`src/hw/rtl/ptlm_pkg.sv`:
```
// Package for the prefix table longest-match block.
// Holds the field types, command and status codes, the table entry layout
// and the prefix mask helper. Depends on nothing.
package ptlm_pkg;

   // Field types of the request and response beats.
   typedef logic [1:0]  cmd_type;
   typedef logic [31:0] addr_type;
   typedef logic [5:0]  len_type;
   typedef logic [7:0]  peer_type;
   typedef logic [1:0]  status_type;

   // Command codes.
   localparam cmd_type CMD_INSERT = 2'd0;
   localparam cmd_type CMD_LOOKUP = 2'd1;
   localparam cmd_type CMD_REMOVE = 2'd2;

   // Status codes.
   localparam status_type ST_OK   = 2'd0;
   localparam status_type ST_FULL = 2'd1;
   localparam status_type ST_MISS = 2'd2;

   // Longest legal prefix and an all-ones address.
   localparam len_type  LEN_MAX   = 6'd32;
   localparam addr_type FULL_MASK = 32'hFFFF_FFFF;

   // Default table depth.
   localparam int DEFAULT_TABLE_ENTRIES = 32;

   // One table slot as held in the entry memory.
   typedef struct packed {
      logic     valid;
      addr_type prefix;
      len_type  length;
      peer_type peer;
   } entry_type;

   // Mask that keeps the top len bits of an address; len is at most 32.
   function automatic addr_type len_mask(input len_type len);
      addr_type mask;
      mask = ~(FULL_MASK >> len);
      return mask;
   endfunction

endpackage

```
`src/hw/rtl/ptlm_if.sv`:
```
// Valid/ready channel interfaces for the prefix table block.
// One interface carries request beats, the other response beats.
// Depends on ptlm_pkg for the field types.
interface ptlm_req_if;
   logic              valid;
   logic              ready;
   ptlm_pkg::cmd_type  command;
   ptlm_pkg::addr_type ip_addr;
   ptlm_pkg::len_type  prefix_len;
   ptlm_pkg::peer_type peer_index;

   modport source (output valid, output command, output ip_addr, output prefix_len,
                   output peer_index, input ready);
   modport sink   (input valid, input command, input ip_addr, input prefix_len,
                   input peer_index, output ready);
endinterface

interface ptlm_rsp_if;
   logic                 valid;
   logic                 ready;
   ptlm_pkg::status_type status;
   ptlm_pkg::peer_type   found_peer;

   modport source (output valid, output status, output found_peer, input ready);
   modport sink   (input valid, input status, input found_peer, output ready);
endinterface

```
`src/hw/rtl/prefix_table_longest_match.sv`:
```
// Top level of the prefix table longest-match block.
// Holds the entry memory, the scan sequencer and the shared compare unit.
// Depends on ptlm_pkg and the channel interfaces in ptlm_if.sv.

// The block keeps TABLE_ENTRIES prefix slots in a single-port-read memory and
// serves one command at a time. After reset it runs a clearing pass over all
// TABLE_ENTRIES slots, during which no request beat is taken. Every command
// (insert, lookup, remove) then reads the table one slot per cycle through one
// compare unit, and the next request is accepted in the cycle after the
// response beat is taken. The memory read port, one slot per cycle, sets the
// pace of each scan.
module prefix_table_longest_match #(
   parameter int TABLE_ENTRIES = ptlm_pkg::DEFAULT_TABLE_ENTRIES
) (
   input  logic clock,
   input  logic reset,
   ptlm_req_if.sink   req_chan,
   ptlm_rsp_if.source rsp_chan
);
   import ptlm_pkg::*;

   localparam int IDX_W = (TABLE_ENTRIES > 1) ? $clog2(TABLE_ENTRIES) : 1;
   localparam int CNT_W = $clog2(TABLE_ENTRIES + 1);
   localparam logic [CNT_W-1:0] LAST_IDX  = CNT_W'(TABLE_ENTRIES - 1);
   localparam logic [CNT_W-1:0] TABLE_END = CNT_W'(TABLE_ENTRIES);

   // Sequencer states.
   localparam logic [2:0] S_CLEAR  = 3'd0;
   localparam logic [2:0] S_IDLE   = 3'd1;
   localparam logic [2:0] S_SCAN   = 3'd2;
   localparam logic [2:0] S_FINISH = 3'd3;
   localparam logic [2:0] S_RESP   = 3'd4;

   logic [2:0]       state_ff, state_in;
   logic [CNT_W-1:0] cnt_ff, cnt_in;
   logic             eval_vld_ff, eval_vld_in;
   logic [IDX_W-1:0] eval_idx_ff, eval_idx_in;

   // Captured request.
   cmd_type  cmd_ff, cmd_in;
   addr_type addr_ff, addr_in;
   addr_type key_ff, key_in;
   len_type  len_ff, len_in;
   peer_type peer_ff, peer_in;

   // Scan results.
   logic             done_ff, done_in;
   logic             free_found_ff, free_found_in;
   logic [IDX_W-1:0] free_idx_ff, free_idx_in;
   logic             hit_ff, hit_in;
   len_type          best_len_ff, best_len_in;
   peer_type         best_peer_ff, best_peer_in;

   // Response register.
   logic       rsp_vld_ff, rsp_vld_in;
   status_type rsp_status_ff, rsp_status_in;
   peer_type   rsp_peer_ff, rsp_peer_in;

   // Entry memory ports.
   entry_type        table_mem [TABLE_ENTRIES];
   entry_type        rd_data_ff;
   logic             rd_en;
   logic [IDX_W-1:0] rd_addr;
   logic             mem_we;
   logic [IDX_W-1:0] mem_waddr;
   entry_type        mem_wdata;

   logic    req_beat;
   len_type len_sat;
   logic    hit_lookup;
   logic    hit_insert;
   logic    hit_remove;

   assign req_chan.ready      = (state_ff == S_IDLE);
   assign req_beat            = req_chan.valid && req_chan.ready;
   assign rsp_chan.valid      = rsp_vld_ff;
   assign rsp_chan.status     = rsp_status_ff;
   assign rsp_chan.found_peer = rsp_peer_ff;

   // Prefix lengths above the address width saturate.
   assign len_sat = (req_chan.prefix_len > LEN_MAX) ? LEN_MAX : req_chan.prefix_len;

   // Shared compare unit on the slot read in the previous cycle.
   assign hit_lookup = rd_data_ff.valid &&
                       ((addr_ff & len_mask(rd_data_ff.length)) == rd_data_ff.prefix);
   assign hit_insert = rd_data_ff.valid && (rd_data_ff.prefix == key_ff) &&
                       (rd_data_ff.length == len_ff);
   assign hit_remove = rd_data_ff.valid && (rd_data_ff.peer == peer_ff);

   // Entry memory: one write and one registered read per cycle.
   always_ff @(posedge clock) begin
      if (mem_we) begin
         table_mem[mem_waddr] <= mem_wdata;
      end
      if (rd_en) begin
         rd_data_ff <= table_mem[rd_addr];
      end
   end

   // Sequencer and scan bookkeeping.
   always_comb begin
      state_in      = state_ff;
      cnt_in        = cnt_ff;
      eval_vld_in   = 1'b0;
      eval_idx_in   = cnt_ff[IDX_W-1:0];
      cmd_in        = cmd_ff;
      addr_in       = addr_ff;
      key_in        = key_ff;
      len_in        = len_ff;
      peer_in       = peer_ff;
      done_in       = done_ff;
      free_found_in = free_found_ff;
      free_idx_in   = free_idx_ff;
      hit_in        = hit_ff;
      best_len_in   = best_len_ff;
      best_peer_in  = best_peer_ff;
      rsp_vld_in    = rsp_vld_ff;
      rsp_status_in = rsp_status_ff;
      rsp_peer_in   = rsp_peer_ff;
      rd_en         = 1'b0;
      rd_addr       = cnt_ff[IDX_W-1:0];
      mem_we        = 1'b0;
      mem_waddr     = eval_idx_ff;
      mem_wdata     = '0;

      unique case (state_ff)
         S_CLEAR: begin
            // Clearing pass: one slot per cycle.
            mem_we    = 1'b1;
            mem_waddr = cnt_ff[IDX_W-1:0];
            cnt_in    = cnt_ff + 1'b1;
            if (cnt_ff == LAST_IDX) begin
               state_in = S_IDLE;
            end
         end
         S_IDLE: begin
            if (req_beat) begin
               cmd_in        = req_chan.command;
               addr_in       = req_chan.ip_addr;
               key_in        = req_chan.ip_addr & len_mask(len_sat);
               len_in        = len_sat;
               peer_in       = req_chan.peer_index;
               done_in       = 1'b0;
               free_found_in = 1'b0;
               hit_in        = 1'b0;
               best_len_in   = '0;
               best_peer_in  = '0;
               cnt_in        = '0;
               state_in      = S_SCAN;
            end
         end
         S_SCAN: begin
            // Issue the next read while the previous slot is evaluated.
            if (cnt_ff != TABLE_END) begin
               rd_en       = 1'b1;
               eval_vld_in = 1'b1;
               cnt_in      = cnt_ff + 1'b1;
            end else begin
               state_in = S_FINISH;
            end
            if (eval_vld_ff) begin
               unique case (cmd_ff)
                  CMD_INSERT: begin
                     if (hit_insert && !done_ff) begin
                        mem_we         = 1'b1;
                        mem_wdata      = rd_data_ff;
                        mem_wdata.peer = peer_ff;
                        done_in        = 1'b1;
                     end else if (!rd_data_ff.valid && !free_found_ff) begin
                        free_found_in = 1'b1;
                        free_idx_in   = eval_idx_ff;
                     end
                  end
                  CMD_LOOKUP: begin
                     if (hit_lookup && (!hit_ff || rd_data_ff.length > best_len_ff)) begin
                        hit_in       = 1'b1;
                        best_len_in  = rd_data_ff.length;
                        best_peer_in = rd_data_ff.peer;
                     end
                  end
                  CMD_REMOVE: begin
                     if (hit_remove) begin
                        mem_we = 1'b1;
                     end
                  end
                  default: begin
                  end
               endcase
            end
         end
         S_FINISH: begin
            // Fill a free slot on a new insert and build the response beat.
            rsp_vld_in    = 1'b1;
            rsp_status_in = ST_OK;
            rsp_peer_in   = '0;
            state_in      = S_RESP;
            if (cmd_ff == CMD_INSERT && !done_ff) begin
               if (free_found_ff) begin
                  mem_we           = 1'b1;
                  mem_waddr        = free_idx_ff;
                  mem_wdata.valid  = 1'b1;
                  mem_wdata.prefix = key_ff;
                  mem_wdata.length = len_ff;
                  mem_wdata.peer   = peer_ff;
               end else begin
                  rsp_status_in = ST_FULL;
               end
            end else if (cmd_ff == CMD_LOOKUP) begin
               if (hit_ff) begin
                  rsp_peer_in = best_peer_ff;
               end else begin
                  rsp_status_in = ST_MISS;
               end
            end
         end
         S_RESP: begin
            if (rsp_chan.ready) begin
               rsp_vld_in = 1'b0;
               state_in   = S_IDLE;
            end
         end
         default: begin
            state_in = S_IDLE;
         end
      endcase
   end

   // Control registers.
   always_ff @(posedge clock) begin
      if (reset) begin
         state_ff    <= S_CLEAR;
         cnt_ff      <= '0;
         eval_vld_ff <= 1'b0;
         rsp_vld_ff  <= 1'b0;
      end else begin
         state_ff    <= state_in;
         cnt_ff      <= cnt_in;
         eval_vld_ff <= eval_vld_in;
         rsp_vld_ff  <= rsp_vld_in;
      end
   end

   // Payload registers.
   always_ff @(posedge clock) begin
      eval_idx_ff   <= eval_idx_in;
      cmd_ff        <= cmd_in;
      addr_ff       <= addr_in;
      key_ff        <= key_in;
      len_ff        <= len_in;
      peer_ff       <= peer_in;
      done_ff       <= done_in;
      free_found_ff <= free_found_in;
      free_idx_ff   <= free_idx_in;
      hit_ff        <= hit_in;
      best_len_ff   <= best_len_in;
      best_peer_ff  <= best_peer_in;
      rsp_status_ff <= rsp_status_in;
      rsp_peer_ff   <= rsp_peer_in;
   end

   // A request is never taken while a response beat is pending.
   a_no_overlap: assert property (@(posedge clock) disable iff (reset)
      !(req_chan.ready && rsp_chan.valid))
      else $error("request accepted while a response is pending");

   // An accepted request starts a scan at the first slot.
   a_scan_start: assert property (@(posedge clock) disable iff (reset)
      req_beat |=> (state_ff == S_SCAN) && (cnt_ff == '0))
      else $error("scan did not start after an accepted request");

   // A lookup miss carries no peer.
   a_miss_peer: assert property (@(posedge clock) disable iff (reset)
      (rsp_vld_ff && rsp_status_ff == ST_MISS) |-> (rsp_peer_ff == '0))
      else $error("lookup miss reported a peer");

   // Only an insert can report a full table.
   a_full_insert: assert property (@(posedge clock) disable iff (reset)
      (rsp_vld_ff && rsp_status_ff == ST_FULL) |-> (cmd_ff == CMD_INSERT))
      else $error("full status on a command other than insert");

endmodule

```
`src/flat_wrapper.sv`:
```
// flat-port wrapper written by rule: the top's interface ports become plain ports
module prefix_table_longest_match_flat import ptlm_pkg::*;
#(
   parameter int TABLE_ENTRIES = ptlm_pkg::DEFAULT_TABLE_ENTRIES
)
  (clock, reset, req_chan_valid, req_chan_command, req_chan_ip_addr, req_chan_prefix_len, req_chan_peer_index, req_chan_ready, rsp_chan_valid, rsp_chan_status, rsp_chan_found_peer, rsp_chan_ready);
  ptlm_req_if req_chan_i ();
  ptlm_rsp_if rsp_chan_i ();
  input  logic clock;
  input  logic reset;
  input wire logic [$bits(req_chan_i.valid)-1:0] req_chan_valid;
  input wire logic [$bits(req_chan_i.command)-1:0] req_chan_command;
  input wire logic [$bits(req_chan_i.ip_addr)-1:0] req_chan_ip_addr;
  input wire logic [$bits(req_chan_i.prefix_len)-1:0] req_chan_prefix_len;
  input wire logic [$bits(req_chan_i.peer_index)-1:0] req_chan_peer_index;
  output wire logic [$bits(req_chan_i.ready)-1:0] req_chan_ready;
  output wire logic [$bits(rsp_chan_i.valid)-1:0] rsp_chan_valid;
  output wire logic [$bits(rsp_chan_i.status)-1:0] rsp_chan_status;
  output wire logic [$bits(rsp_chan_i.found_peer)-1:0] rsp_chan_found_peer;
  input wire logic [$bits(rsp_chan_i.ready)-1:0] rsp_chan_ready;
  assign req_chan_i.valid = req_chan_valid;
  assign req_chan_i.command = req_chan_command;
  assign req_chan_i.ip_addr = req_chan_ip_addr;
  assign req_chan_i.prefix_len = req_chan_prefix_len;
  assign req_chan_i.peer_index = req_chan_peer_index;
  assign req_chan_ready = req_chan_i.ready;
  assign rsp_chan_valid = rsp_chan_i.valid;
  assign rsp_chan_status = rsp_chan_i.status;
  assign rsp_chan_found_peer = rsp_chan_i.found_peer;
  assign rsp_chan_i.ready = rsp_chan_ready;
  prefix_table_longest_match #(.TABLE_ENTRIES(TABLE_ENTRIES)) u_core (.clock(clock), .reset(reset), .req_chan(req_chan_i), .rsp_chan(rsp_chan_i));
endmodule
```
`config.mk`:
```
export PLATFORM = sky130hd
export DESIGN_NAME = prefix_table_longest_match_flat
export DESIGN_NICKNAME = d
export VERILOG_FILES = /design/src/hw/rtl/ptlm_pkg.sv /design/src/hw/rtl/ptlm_if.sv /design/src/hw/rtl/prefix_table_longest_match.sv /design/src/flat_wrapper.sv
export SDC_FILE = /design/constraint.sdc
export NUM_CORES = 2
export LEC_CHECK = 0
export BUFFER_PORTS_ARGS = -buffer_cell sky130_fd_sc_hd__buf_2
export CAP_MARGIN = 0
export CORE_AREA = 2 2 403 405
export CTS_BUF_LIST = sky130_fd_sc_hd__clkbuf_4 sky130_fd_sc_hd__clkbuf_8 sky130_fd_sc_hd__clkbuf_16
export DETAILED_ROUTE_END_ITERATION = 16
export DIE_AREA = 0 0 405 407
export GPL_TIMING_DRIVEN = 0
export PLACE_DENSITY = 0.54
export SYNTH_ARGS = -nofsm -noshare
export SYNTH_HDL_FRONTEND = slang
export SYNTH_SLANG_ARGS = --single-unit
```
`constraint.sdc`:
```
create_clock -name clock -period 7.05 [get_ports clock]
set_input_delay 0.3525 -clock clock [delete_from_list [all_inputs] [get_ports clock]]
set_output_delay 0.3525 -clock clock [all_outputs]
set_load 0.02 [all_outputs]
```
=== Word level (Yosys, flattened, before mapping) ===
Memories as Yosys holds them, arrays and structs flattened. A register that Yosys moved wholly into a read port is not among the register bits.
Index checks and enable logic that the tools add are counted.

* Input bits: 52
* Bits in writable memories: 1504
* Memories kept: 1
* Bits in registers: 128

{| class="wikitable"
|+ Memories
! name !! depth !! bits a word !! rd ports !! clocked after Yosys merged registers in !! write ports !! RTL line !! source
|-
| u_core.table_mem || 32 || 47 || 1 || 1 || 1 || prefix_table_longest_match.sv:60 || <nowiki>entry_type table_mem [TABLE_ENTRIES];</nowiki>
|}

* Mux-type cells: 58
* $add $sub $neg: 1
* Equal/unequal tests: 24
* Bitwise operators: 7
* Shift-type cells: 2
* Reduce and logical (&&, ||, !) cells: 28
* Order comparisons: 2

{| class="wikitable"
|+ Operators by type and width
! kind !! number
|-
| $mux W47 || 5
|-
| $pmux W47 S2 || 1
|-
| $and A32 B32 Y32 || 2
|-
| $eq A32 B32 Y1 || 2
|-
| $not A32 Y32 || 2
|-
| $shr A32 B6 Y32 const A || 2
|-
| $mux W6 || 6
|-
| $mux W8 || 4
|-
| $mux W1 || 22
|-
| $pmux W6 S3 || 1
|-
| $ne A2 B1 Y1 const B || 8
|-
| $pmux W8 S2 || 1
|-
| $pmux W3 S5 || 1
|-
| $reduce_and A5 Y1 || 3
|-
| $mux W3 || 4
|-
| $pmux W6 S2 || 1
|-
| $mux W5 || 2
|-
| $pmux W1 S2 || 5
|-
| $pmux W5 S2 || 1
|-
| $logic_and A1 B1 Y1 || 9
|-
| $eq A8 B8 Y1 || 1
|-
| $ne A2 B2 Y1 const B || 4
|-
| $add A6 B1 Y6 const B || 1
|-
| $eq A3 B2 Y1 const B || 2
|-
| other kinds (23) || 32
|}

=== Depth between registers and ports, before layout ===
* Word-level depth: 10
* Gate-level depth with buffers: 11
* Depth with buffers taken out: 8

=== Least setup slack after synthesis ===
Ideal clock, no wire load.

* Path kind: register -> register
* Start: register u_core.state_ff[0]
* End: register u_core.best_len_ff[0], enable pin
* Path slack: 1759 ps
* Path buffers: 1
* Arrival: 4901 ps
* Cell stages (with the launch flop): 5
* Data required time: 6660 ps
* Cell sequence: dfxtp_1 clkbuf_1 nand2_1 nor2_1 o21bai_1

* Word-level cells in the longest chain between the ends: 4

{| class="wikitable"
|+ Ends and longest elaborated chain
! what !! RTL line !! source
|-
| start, declared || prefix_table_longest_match.sv:34 || <nowiki>logic [2:0] state_ff, state_in;</nowiki>
|-
| start signal, assigned || prefix_table_longest_match.sv:236 || <nowiki>state_ff <= state_in;</nowiki>
|-
| $eq A3 B1 Y1 || prefix_table_longest_match.sv:74, prefix_table_longest_match.sv:126 ||
|-
| $logic_and A1 B1 Y1 || prefix_table_longest_match.sv:75 || <nowiki>assign req_beat = req_chan.valid && req_chan.ready;</nowiki>
|-
| $ne A2 B2 Y1 (no source line) || -- ||
|-
| $reduce_and A5 Y1 (no source line) (*) || -- ||
|-
| end signal, assigned || prefix_table_longest_match.sv:255 || <nowiki>best_len_ff <= best_len_in;</nowiki>
|-
| end, declared || prefix_table_longest_match.sv:51 || <nowiki>len_type best_len_ff, best_len_in;</nowiki>
|}

Every way passes the cells marked *; elsewhere a longest branch is shown, timed or not.
A chain may end at the register's enable or synchronous reset.

=== Worst setup path after layout ===
* Start: register u_core.cnt_ff[1]
* End: register u_core.state_ff[0]

* Word-level cells in the longest chain between the ends: 3

{| class="wikitable"
|+ Ends and longest elaborated chain
! what !! RTL line !! source
|-
| start, declared || prefix_table_longest_match.sv:35 || <nowiki>logic [CNT_W-1:0] cnt_ff, cnt_in;</nowiki>
|-
| start signal, assigned || prefix_table_longest_match.sv:237 || <nowiki>cnt_ff <= cnt_in;</nowiki>
|-
| $ne A6 B6 Y1 / $eq A6 B5 Y1 (equally long branches) || prefix_table_longest_match.sv:154, prefix_table_longest_match.sv:132 ||
|-
| $ne A2 B2 Y1 (no source line) / $ne A2 B1 Y1 (equally long branches) || -- ||
|-
| $reduce_and A4 Y1 (no source line) (*) || -- ||
|}

Marked as above.

==> implementation parameters <==
Parameter                              Value

Route
  Router iterations before antenna repair ... 5
  Sum of routed wire length over all layers ... 172 mm
  First-iteration detailed-routing DRC count ... around 3.6k
  Antenna-violating nets left ... 0
  Drt wl/cell ... between 30 and 40 um
  DRC errors left ... 0
  Detailed-route via count ... around 31k
  Via-per-instance ratio ... around 5.6

Place
  Area post-placement ... ~70000 um2
  Total of buffers placed on input and output ports ... slightly above 60
  Placed wire-length estimate after detailed placement ... about 120 mm
  Final estimated routing congestion in global placement ... ~0.9

Clock network
  Clk sinks ... approximately 1.7k
  Hold-fix buffers at CTS ... 48
  Post-CTS Repair Setup Buffers ... 0
  Clock insertion delay at the later pin of the skew report ... 0.83 ns
  Post_cts resized ... 0
  CTS tree ... built
  Root buffer cell ... clkbuf_16
  Max Buffers Root-to-Sink ... 3
  Clock buffer count from CTS ... around 170
  Number of levels in the clock H-tree ... 4
  Worst-path clk slew ... ~0.060 ns

Synthesis
  Top post-synthesis cells by area ... edfxtp_1 76%, mux4_2 16%, mux2_2 0.83%, xor2_1 0.63%, a22o_1 0.51%
  Top cell type's share of synthesized area ... 0.765
  Post-synthesis net count ... just under 3k
  Mapped Area ... around 65000 um2
  Distinct cell type count of the synthesized netlist ... 60
  Yosys Warn Count ... 0
  Ys async rst share ... 0
  Most used flip-flop cell after synthesis ... edfxtp_1
  Number of flops mapped to enable cells by yosys ... between 1.5k and 2k
  Sequential cell area fraction in the yosys report ... 0.770
  Syn Inst Count ... around 2.8k
  Post-synthesis sequential element count ... approximately 1.7k
  Avg Inst Size Synth ... approximately 23 um2
  Dominant cell type by area after synthesis ... edfxtp_1

STA
  Relative slew margins ... 0.0320
  Unrepaired setup endpoints after global routing ... no
  Clk_skew ... slightly above 0.03 ns
  Hold violation count in the final report ... 0
  Final setup violation count ... 0
  Highest achievable clock rate ... approximately 0.2 GHz
  Final min period ... a little under 5 ns
  Number of max-slew violations in the final report ... 0
  Total negative slack for setup checks ... 0 ns
  Slew at the pin with the worst max-slew slack ... roughly 1.5 ns
  Final worst path period share ... 0.696

Floorplan
  Horizontal die dimension ... 405 um
  Initial cell density of the core ... 0.408
  I/O pin count ... 64
  Number of cell rows ... 147
  Area of the die ... 165000 um2
  CORE AREA ... 160000 um2
  Die Height ... approximately 410 um

Hold path
  Hold path depth ... 2
  Endpoint with the worst hold slack ... u_core.key_ff[30]
  Worst min-delay path class ... primary input to flip-flop
  Hold Crit Start ... req_chan_prefix_len[1]

Power
  Part of the total power dissipated in combinational logic ... 0.055
  Sequential group share of total power ... 0.520
  Power share of the clock group ... 0.425
  Leak Pwr ... a little over 0.02 uW
  Internal power contribution ... about 17000 uW
  Net switching power figure ... approximately 4600 uW
  Worst VDD drop ... 0.229 mV
  Switching share of total power ... 0.216
  Power density normalized to cell area ... roughly 280 nW/um2

Worst setup path
  Worst Path Max Fanout ... 21
  Worst flop-to-flop path endpoint ... u_core.state_ff[0]
  CP max-delay cell ... clkbuf_1
  Launching element type of the critical path ... flip-flop
  Worst endpoint data arrival time ... 5.59 ns
  Critical path type ... flip-flop to flip-flop
  CP required ... a little under 8 ns
  Reg-to-Reg Start ... u_core.cnt_ff[1]
  Type of destination of the critical path ... flip-flop
  Cells on worst reg2reg path ... 12
  CP dominant cell by count ... a21oi_1
  Setup slack on the worst flop-to-flop path ... 2.14 ns
  Largest stage delay on the critical path ... roughly 0.94 ns
  Critical path cell sequence ... clkbuf_1, buf_2, buf_1, inv_1, ha_1, nor2b_1, a31oi_4, buf_16, a21oi_1, o21ai_0, a21oi_1, dlygate4sd3_1

Global route
  First-pass GRT wire length ... between 200 and 250 mm
  Overall track demand over capacity in global routing ... 0.210
  Initial antenna violation count ... 13
  Vias in the first global route ... about 32k
  Largest net degree at the start of global routing ... 33
  Final global-route overflow total ... 0

Final layout
  Most common cell after layout, fill and taps aside ... edfxtp_1
  Synth-to-Final Area Change ... 16.8%
  Proportion of layout cells with a drive suffix above 1 ... 0.305
  Final instance area ... between 70000 and 80000 um2
  NumNets Final ... ~3.3k
  Most frequent cells in the layout ... 1663 x edfxtp_1, 470 x mux4_2, 175 x clkbuf_16, 95 x buf_2, 85 x clkbuf_1

Status
  Outcome ... completed

Job
  Maximum Capacitance Violations ... 0
## how the worst max path moves through the flow
stage | from | endpoint | cells past startpoint
5_1_grt | u_core.cnt_ff[1] | u_core.state_ff[0] | 12
2_1_floorplan | u_core.state_ff[0] | u_core.best_len_ff[0] | 4
4_1_cts | u_core.cnt_ff[1] | u_core.rd_data_ff[46] | 6
3_5_place_dp | u_core.cnt_ff[1] | u_core.rd_data_ff[42] | 6
6_report | u_core.cnt_ff[1] | u_core.state_ff[0] | 12
3_3_place_gp | u_core.cnt_ff[1] | u_core.table_mem[26][20] | 7
## critical path: cells and delay by family, from the launching register on
family                     cells  cell delay, ns
AOI/OAI and AO/OA              4            0.94
adders and majority gates      1            0.22
buffers and inverters          6            3.09
DFF                            1            0.35
and+or+nand+nor                1            0.17
## power groups by stage
stage	registers, uW	clock network, uW	logic, uW
2_1_floorplan	11200	0	681
3_3_place_gp	11200	0	1100
3_5_place_dp	11200	0	1170
4_1_cts	11000	9190	1200
5_1_grt	11000	9590	1230
6_report	11000	9010	1170
## routing by layer
layer	up-vias	track usage	wire length, um
met2	1022	0.348	85000
met4	4	0.0522	3700
met5	-	0	26
met1	16900	0.293	73700
li1	12900	-	-
met3	230	0.0322	9110
## cells by family (layout without fill, tap and decap cells)
logic type      after synthesis  after routing  share of synthesized area
flops                      1679           1679                      0.770
mux                         522            522                      0.171
simple gates                233            233                     0.0192
buf+inv                     172            670                     0.0107
compound gates              166            166                     0.0195
xor+xnor                     64             64                    0.00858
fa+ha+maj                     8              8                    0.00153
other cells                   0              5                          0
## through the flow
step                      power [uW]  setup WS, ns  instances   util  hold WS (ns)
final                          21200          2.14       5507  0.476        0.0711
after global routing           21800          1.93       5502  0.476        0.0366
after CTS                      21400          2.15       5502  0.476       0.00582
after detailed placement       12400          2.15       5144  0.438         0.334
after global placement         12300         -1.58       5065  0.426         0.336
after floorplan                11900          1.76       2844      -         0.329
## Yosys cell counts (4+ instances only)
library cell	n
nor2_1	64
o21a_1	15
a31oi_1	4
nor4_1	14
a2111oi_0	4
a21boi_0	10
and2_1	18
o41ai_1	4
nand2_1	25
nor3_1	6
inv_1	19
a21oi_1	17
edfxtp_1	1663
nor2b_1	31
clkbuf_1	88
a21o_1	6
o31a_1	6
o21ai_0	20
dfxtp_1	16
nand3_1	14
or4_1	4
mux4_2	470
a221o_1	6
nand4_1	14
and3_1	22
buf_1	29
nand2b_1	5
xnor2_1	17
mux2_2	48
o211ai_1	6
buf_2	33
a221oi_1	5
mux2i_1	4
xor2_1	47
a22o_1	38
ha_1	8
## flip-flops by register name (all words and copies together) (netlist names), 8 cells and up
name and flops:
u_core.addr_ff 32, u_core.best_peer_ff 8, u_core.key_ff 32, u_core.peer_ff 8, u_core.rd_data_ff 47, u_core.rsp_chan.found_peer 8
u_core.table_mem 1504
## layout make-up
class	count	area, um2
antenna	5	12.5
multi-input combinational	993	14600
buffer	152	636
inverter	20	75.1
clock buffer	214	4670
fill	12900	83900
tap	2160	2700
sequential	1679	50300
timing repair buffer	188	2310
clock inverter	96	967
No activity file was read; power rests on OpenSTA's default activity.
